**config.mk**
```make
export PLATFORM = sky130hd
export DESIGN_NAME = button_combo_detector_event_queue
export DESIGN_NICKNAME = d
export VERILOG_FILES = /design/src/sv/bcdeq_pkg.sv /design/src/sv/button_combo_detector_event_queue.sv /design/src/sv/bcdeq_ring.sv
export SDC_FILE = /design/constraint.sdc
export NUM_CORES = 1
export LEC_CHECK = 0
export ABC_AREA = 1
export BUFFER_PORTS_ARGS = -buffer_cell sky130_fd_sc_hd__buf_2
export CAP_MARGIN = 20
export CORE_UTILIZATION = 60
export DETAILED_ROUTE_END_ITERATION = 16
export GPL_ROUTABILITY_DRIVEN = 1
export HOLD_SLACK_MARGIN = 0.06
export PLACE_DENSITY = 0.78
export SLEW_MARGIN = 40
export SYNTH_ARGS = -nofsm -noshare
export SYNTH_HDL_FRONTEND = slang
export SYNTH_SLANG_ARGS = --single-unit
```
**constraint.sdc**
```tcl
create_clock -name i_clk -period 5.9 [get_ports i_clk]
set_input_delay 0.885 -clock i_clk [delete_from_list [all_inputs] [get_ports i_clk]]
set_output_delay 0.885 -clock i_clk [all_outputs]
set_load 0.05 [all_outputs]
```
**src/sv/bcdeq_pkg.sv**
```systemverilog
// ============================================================================
// bcdeq_pkg : shared types and constants of the button combo detector
// Item layouts, event record, register indexes and reset values.
// ============================================================================
package bcdeq_pkg;

    localparam int QUEUE_SIZE_DEF  = 16;
    localparam int NUM_BUTTONS_DEF = 8;

    localparam int CFG_IDX_W  = 1;
    localparam int CFG_DATA_W = 16;

    localparam logic [CFG_IDX_W-1:0] CFG_COMBO_HOLD    = 1'd0;
    localparam logic [CFG_IDX_W-1:0] CFG_FALLBACK_POLL = 1'd1;

    localparam logic [CFG_DATA_W-1:0] COMBO_HOLD_RST    = 16'd1000;
    localparam logic [CFG_DATA_W-1:0] FALLBACK_POLL_RST = 16'd100;

    localparam logic OP_TICK = 1'b0;
    localparam logic OP_POP  = 1'b1;

    localparam logic KIND_START = 1'b0;
    localparam logic KIND_STOP  = 1'b1;

    typedef struct packed {
        logic        operation;
        logic [7:0]  port_bits;
        logic [31:0] time_ms;
        logic        irq_flag;
    } t_in_item;

    typedef struct packed {
        logic       sampled;
        logic [7:0] pressed_mask;
        logic       event_valid;
        logic       event_kind;
        logic [7:0] event_mask;
    } t_out_item;

    typedef struct packed {
        logic       kind;
        logic [7:0] mask;
    } t_event;

    // request from the detector to the event ring
    typedef struct packed {
        logic   push;
        logic   pop;
        t_event ev;
    } t_ring_req;

    // status from the event ring
    typedef struct packed {
        logic   empty;
        t_event head;
    } t_ring_stat;

endpackage

```
**src/sv/button_combo_detector_event_queue.sv**
```systemverilog
// ============================================================================
// button_combo_detector_event_queue : multi-button combo detector
// Samples an active-low button port on interrupt or poll timeout, reports
// combo start and stop events through a ring that is read by pop items.
// ============================================================================
//
//  channel   valid        stall        payload      notes
//  -------   ----------   ----------   ----------   ---------------------------
//  in        i_in_valid   o_in_stall   i_in_item    tick or pop item
//  out       o_out_valid  i_out_stall  o_out_item   exactly one result per item
//  cfg       i_cfg_we     -            i_cfg_data   index i_cfg_idx, write only
//
//  One item per cycle while out does not stall; an accepted item is held in
//  the input register and then loaded into the result register, which drives out.
//  Reset is synchronous and active low; it clears all state and the ring
//  indexes and loads the register reset values. Ring entries are not cleared.
//  A stalled result holds in the result register; the input register keeps
//  its item and the input side stalls only when both are full and out stalls.
//
module button_combo_detector_event_queue
    import bcdeq_pkg::*;
#(
    parameter int QUEUE_SIZE  = QUEUE_SIZE_DEF,
    parameter int NUM_BUTTONS = NUM_BUTTONS_DEF
) (
    input  logic                  i_clk,
    input  logic                  i_rst_n,
    input  logic                  i_in_valid,
    output logic                  o_in_stall,
    input  t_in_item              i_in_item,
    output logic                  o_out_valid,
    input  logic                  i_out_stall,
    output t_out_item             o_out_item,
    input  logic                  i_cfg_we,
    input  logic [CFG_IDX_W-1:0]  i_cfg_idx,
    input  logic [CFG_DATA_W-1:0] i_cfg_data
);

    // buttons beyond NUM_BUTTONS are ignored
    localparam logic [7:0] BTN_BITS = 8'((1 << NUM_BUTTONS) - 1);

    // configuration registers
    logic [CFG_DATA_W-1:0] r_combo_hold;
    logic [CFG_DATA_W-1:0] r_fallback_poll;

    // pipeline registers
    logic      r_in_valid;
    t_in_item  r_in;
    logic      r_out_valid;
    t_out_item r_out;

    // detector state
    logic [31:0] r_last_sample;
    logic        r_cand_pending;
    logic [31:0] r_cand_start;
    logic        r_combo_active;
    logic [7:0]  r_combo_buttons;
    logic [7:0]  r_held_mask;

    logic        advance;
    logic        fire;
    logic        is_tick;
    logic        do_sample;
    logic [31:0] since_sample;
    logic [31:0] since_cand;
    logic [7:0]  mask;
    logic        multi;
    logic        start_ev;
    logic        stop_ev;
    t_ring_req   ring_req;
    t_ring_stat  ring_stat;
    t_out_item   result;

    // --- configuration port ---
    always_ff @(posedge i_clk) begin
        if (!i_rst_n) begin
            r_combo_hold    <= COMBO_HOLD_RST;
            r_fallback_poll <= FALLBACK_POLL_RST;
        end else if (i_cfg_we) begin
            case (i_cfg_idx)
                CFG_COMBO_HOLD:    r_combo_hold    <= i_cfg_data;
                CFG_FALLBACK_POLL: r_fallback_poll <= i_cfg_data;
                default: ;
            endcase
        end
    end

    // --- handshake: advance when the result register is free or drains ---
    assign advance    = !r_out_valid || !i_out_stall;
    assign fire       = r_in_valid && advance;
    assign o_in_stall = r_in_valid && !advance;

    always_ff @(posedge i_clk) begin
        if (!i_rst_n) begin
            r_in_valid <= 1'b0;
        end else if (!o_in_stall) begin
            r_in_valid <= i_in_valid;
        end
    end

    always_ff @(posedge i_clk) begin
        if (!o_in_stall && i_in_valid) begin
            r_in <= i_in_item;
        end
    end

    // --- sample decision and combo tracking ---
    // time differences wrap modulo 2^32
    assign is_tick      = (r_in.operation == OP_TICK);
    assign since_sample = r_in.time_ms - r_last_sample;
    assign since_cand   = r_in.time_ms - r_cand_start;
    assign do_sample    = is_tick &&
                          (r_in.irq_flag || (since_sample >= 32'(r_fallback_poll)));
    assign mask         = ~r_in.port_bits & BTN_BITS;
    // two or more bits set: clearing the lowest set bit leaves something
    assign multi        = (mask & (mask - 8'd1)) != 8'd0;
    assign start_ev     = do_sample && multi && !r_combo_active && r_cand_pending &&
                          (since_cand >= 32'(r_combo_hold));
    assign stop_ev      = do_sample && !multi && r_combo_active;

    always_ff @(posedge i_clk) begin
        if (!i_rst_n) begin
            r_last_sample   <= '0;
            r_cand_pending  <= 1'b0;
            r_cand_start    <= '0;
            r_combo_active  <= 1'b0;
            r_combo_buttons <= '0;
            r_held_mask     <= '0;
        end else if (fire && do_sample) begin
            r_last_sample <= r_in.time_ms;
            r_held_mask   <= mask;
            if (multi) begin
                if (!r_combo_active) begin
                    if (!r_cand_pending) begin
                        // open a candidate hold
                        r_cand_pending <= 1'b1;
                        r_cand_start   <= r_in.time_ms;
                    end else if (start_ev) begin
                        r_cand_pending  <= 1'b0;
                        r_combo_active  <= 1'b1;
                        r_combo_buttons <= mask;
                    end
                end
            end else begin
                // fewer than two held: drop the candidate, close any combo
                r_cand_pending <= 1'b0;
                r_combo_active <= 1'b0;
            end
        end
    end

    // --- event ring ---
    always_comb begin
        ring_req.push    = fire && (start_ev || stop_ev);
        ring_req.pop     = fire && !is_tick;
        ring_req.ev.kind = start_ev ? KIND_START : KIND_STOP;
        ring_req.ev.mask = start_ev ? mask : r_combo_buttons;
    end

    bcdeq_ring #(
        .QUEUE_SIZE(QUEUE_SIZE)
    ) u_ring (
        .i_clk  (i_clk),
        .i_rst_n(i_rst_n),
        .i_req  (ring_req),
        .o_stat (ring_stat)
    );

    // --- result ---
    always_comb begin
        result.sampled      = do_sample;
        result.pressed_mask = do_sample ? mask : r_held_mask;
        result.event_valid  = !is_tick && !ring_stat.empty;
        result.event_kind   = result.event_valid ? ring_stat.head.kind : 1'b0;
        result.event_mask   = result.event_valid ? ring_stat.head.mask : 8'd0;
    end

    always_ff @(posedge i_clk) begin
        if (!i_rst_n) begin
            r_out_valid <= 1'b0;
        end else if (fire) begin
            r_out_valid <= 1'b1;
        end else if (!i_out_stall) begin
            r_out_valid <= 1'b0;
        end
    end

    always_ff @(posedge i_clk) begin
        if (fire) begin
            r_out <= result;
        end
    end

    assign o_out_valid = r_out_valid;
    assign o_out_item  = r_out;

endmodule

```
**src/sv/bcdeq_ring.sv**
```systemverilog
// ============================================================================
// bcdeq_ring : event ring of the combo detector
// Circular store of events; drops a push when full, head read registered.
// ============================================================================
module bcdeq_ring
    import bcdeq_pkg::*;
#(
    parameter int QUEUE_SIZE = QUEUE_SIZE_DEF
) (
    input  logic       i_clk,
    input  logic       i_rst_n,
    input  t_ring_req  i_req,
    output t_ring_stat o_stat
);

    localparam int AW = $clog2(QUEUE_SIZE);
    localparam logic [AW-1:0] LAST_IDX = AW'(QUEUE_SIZE - 1);

    t_event        r_mem [QUEUE_SIZE];
    t_event        r_head;
    logic [AW-1:0] r_wr_idx;
    logic [AW-1:0] r_rd_idx;
    logic [AW-1:0] n_wr_idx;
    logic [AW-1:0] n_rd_idx;
    logic [AW-1:0] wr_inc;
    logic [AW-1:0] rd_inc;
    logic          empty;
    logic          full;
    logic          push_ok;

    assign wr_inc  = (r_wr_idx == LAST_IDX) ? '0 : r_wr_idx + AW'(1);
    assign rd_inc  = (r_rd_idx == LAST_IDX) ? '0 : r_rd_idx + AW'(1);
    assign empty   = (r_rd_idx == r_wr_idx);
    assign full    = (wr_inc == r_rd_idx);
    assign push_ok = i_req.push && !full;

    always_comb begin
        n_wr_idx = push_ok ? wr_inc : r_wr_idx;
        n_rd_idx = (i_req.pop && !empty) ? rd_inc : r_rd_idx;
    end

    always_ff @(posedge i_clk) begin
        if (!i_rst_n) begin
            r_wr_idx <= '0;
            r_rd_idx <= '0;
        end else begin
            r_wr_idx <= n_wr_idx;
            r_rd_idx <= n_rd_idx;
        end
    end

    // write port and registered head read; forward a write to the next head
    always_ff @(posedge i_clk) begin
        if (push_ok) begin
            r_mem[r_wr_idx] <= i_req.ev;
        end
        if (push_ok && (r_wr_idx == n_rd_idx)) begin
            r_head <= i_req.ev;
        end else begin
            r_head <= r_mem[n_rd_idx];
        end
    end

    assign o_stat.empty = empty;
    assign o_stat.head  = r_head;

endmodule
```
==> impl_metrics.json <==
{
  "final_nets": 2617,
  "relSlewSlack": 0.470,
  "post_cts_buffers": 0,
  "synth_most_common_cell": "nand2_1",
  "clkPwrFrac": 0.389,
  "initial_core_util": 0.612,
  "grt_pass1_wl_um": 76000,
  "rrSetupSlack_ns": 1.22,
  "critPathArrivalTime_ns": 4.91,
  "cellPowerDensity_nw_per_um2": 280,
  "whs_endpoint": "r_last_sample[29]$_SDFFE_PN0P_",
  "drive_gt1_frac": 0.0774,
  "use_met1": 0.361,
  "use_met2": 0.557,
  "rsz0062_at_grt": "no",
  "instances_no_fill": 2876,
  "p_sw_frac": 0.281,
  "syn-instance-count": 2370,
  "antenna_cells": 0,
  "die-area_um2": 32000,
  "critPathLaunchType": "flop",
  "min_path_type": "reg -> reg",
  "coreArea_um2": 30700,
  "num_rows": 64,
  "drt_iter0_drc": 1329,
  "design_power_total_mw": 5.81,
  "cp-end-kind": "flop",
  "cts_buffer_depth": 3,
  "finClkSkew_ns": 0.0199,
  "setup_viol": 0,
  "r2r-start": "r_in[1]$_DFFE_PP_",
  "dieHeight_um": 179,
  "grt_pass1_vias": 15200,
  "netlist.area_leader.share": 0.328,
  "cp.required_ns": 6.13,
  "dieWidth_um": 179,
  "hpwl_um": 36000,
  "drt-total-wl_um": 48000,
  "peakVddDrop_mv": 0.239,
  "cts_tree": "yes",
  "ios": 85,
  "ctsHoldBuffers": 0,
  "first_pass_iters": 8,
  "antenna_found_initial": 0,
  "max_freq_mhz": 214,
  "overflow": 0,
  "clockRootBuffer": "clkbuf_16",
  "cts_buffers": 37,
  "synth_commonest_cells": "584 x nand2_1, 434 x inv_1, 205 x edfxtp_1, 200 x nor2_1, 168 x a21oi_1",
  "internal_power_mw": 4.18,
  "yosysSeqAreaShare": 0.465,
  "grt_max_degree": 109,
  "clock-sinks": 333,
  "switchingPower_mw": 1.63,
  "netlist-cell-type-count": 46,
  "p_leak_nw": 9.40,
  "final.setup.tns_ns": 0,
  "globalRouteMet3Util": 0.0382,
  "async_flop_share": 0,
  "portBuffers": 84,
  "cap_viol_max_count": 0,
  "hold_viol_final": 0,
  "dr_total_vias": 15800,
  "gp_congestion": 0.972,
  "synthTopCellsByArea": "edfxtp_1 33%, dfxtp_1 14%, nand2_1 12%",
  "critical_path.max_fanout": 26,
  "slew_violations": 0,
  "grt_busiest_layer": "met2",
  "ff2ff_path_depth": 24,
  "status": "finished, final reports clean",
  "ant_nets": 0,
  "drc": 0,
  "h-tree-depth": 2,
  "worstReg2RegEnd": "u_ring.r_mem[11][3]$_DFFE_PP_",
  "period_minus_slack_ns": 4.68,
  "grtUsageTotal": 0.307,
  "ys_seq_elements": 333,
  "yosysTopAreaCell": "edfxtp_1",
  "synth-warning-count": 0,
  "crit_type": "reg -> reg",
  "syn_to_final_growth_pct": 10.8,
  "path_clk_slew_ns": 0.06,
  "hp-start": "r_last_sample[29]$_SDFFE_PN0P_",
  "post_drt_via_cell_ratio": 5.49,
  "post_synth.cell_area_avg_um2": 7.92,
  "syn-num-nets": 2535,
  "insertion_delay_ns": 0.55,
  "syn_area_um2": 18800,
  "synth_ff_type": "edfxtp_1",
  "dp.cells": 2809,
  "stdcell_area_um2": 20800,
  "place_area_um2": 19600,
  "tightest_slew_ns": 0.795,
  "pwr-share-comb": 0.167,
  "worstHoldPathCells": 2,
  "p_seq_frac": 0.444,
  "fin_crit_sh": 0.793,
  "synth_edf_count": 205,
  "wl_per_cell_um": 16.7,
  "post_cts_resized": 0
}
-- layer usage --
layer,up-vias,share of wire
li1,7831,-
met1,7355,0.40
met2,491,0.50
met3,108,0.052
met4,0,0.043
met5,-,0
-- cell families (layout without fill, tap and decap cells) --
family | after synthesis | after routing | share of synthesized area
mux | 27 | 27 | 0.0144
flops | 333 | 333 | 0.465
xor+xnor | 39 | 39 | 0.0182
compound gates | 378 | 378 | 0.109
buf+inv | 503 | 613 | 0.103
simple gates | 989 | 989 | 0.222
fa+ha+maj | 101 | 101 | 0.0682
-- area by class of cell --
cell class | instances | area (um^2)
Timing Repair Buffer | 108 | 604
Clock inverter | 16 | 138
Fill cell | 2551 | 9880
Clock buffer | 51 | 1060
Multi-Input combinational cell | 1534 | 8120
Inverter | 438 | 1650
Tap cell | 396 | 495
Sequential cell | 333 | 8720
-- power groups by stage --
stage | registers, mW | clock network, mW | logic [mW]
finish | 2.58 | 2.26 | 0.973
global route | 2.58 | 2.37 | 1.10
CTS | 2.58 | 2.29 | 0.967
detailed placement | 2.63 | 0 | 0.960
global placement | 2.63 | 0 | 0.934
floorplan | 2.63 | 0 | 0.689
-- worst max-delay path by stage --
stage	slack, ns	start	to
4_1_cts	1.30	r_in[1]$_DFFE_PP_	u_ring.r_mem[15][3]$_DFFE_PP_
6_report	1.22	r_in[1]$_DFFE_PP_	u_ring.r_mem[11][3]$_DFFE_PP_
3_3_place_gp	1.53	r_in[1]$_DFFE_PP_	u_ring.r_mem[15][2]$_DFFE_PP_
2_1_floorplan	1.82	r_in[1]$_DFFE_PP_	u_ring.r_mem[13][0]$_DFFE_PP_
3_5_place_dp	1.33	r_in[1]$_DFFE_PP_	u_ring.r_mem[10][3]$_DFFE_PP_
5_1_grt	0.80	r_in[1]$_DFFE_PP_	u_ring.r_mem[8][3]$_DFFE_PP_
-- metrics by stage --
stage,util,worst slack (ns),hold WS [ns]
5_1_grt,0.678,0.802,0.472
6_report,0.678,1.22,0.456
2_1_floorplan,-,1.82,0.433
4_1_cts,0.678,1.30,0.460
3_5_place_dp,0.639,1.33,0.452
3_3_place_gp,0.638,1.53,0.444
-- registers in the layout (all words and copies together) (netlist names), named ones only --
name	flops
r_last_sample	32
r_combo_active	1
r_in	42
u_ring.r_mem	144
r_fallback_poll	16
r_combo_hold	16
r_combo_buttons	8
r_cand_start	32
o_out_valid	1
u_ring.r_wr_idx	4
r_cand_pending	1
r_held_mask	8
r_in_valid	1
o_out_item	19
u_ring.r_rd_idx	4
-- placed cells by master, fill, tap and decap left out, types with 30 or more instances in the layout --
master,count
a21oi_1,168
buf_2,84
clkbuf_16,39
dfxtp_1,127
edfxtp_1,205
ha_1,99
inv_1,432
nand2_1,584
nand3_1,96
nand3b_1,35
nor2_1,197
nor3_1,30
o21ai_0,128
xor2_1,33
-- critical path, cell delays in order (launching register included) --
cell and delay [ns]:
edfxtp_1 0.37, inv_1 0.13, ha_1 0.17, inv_1 0.09
fa_1 0.46, nand3_1 0.10, nand3_1 0.16, nand2_1 0.10
nand2_1 0.13, nand2_1 0.09, nand2_1 0.09, xor2_1 0.18
ha_1 0.19, nand2_1 0.06, a21oi_1 0.05, a211oi_1 0.22
nand3_1 0.11, nor2_1 0.11, nand2_1 0.06, nor2_1 0.11
nand3_2 0.24, nand4_2 0.19, buf_4 0.28, nand2_1 0.11
nand2_1 0.54
(Power assumes the default switching activity.)
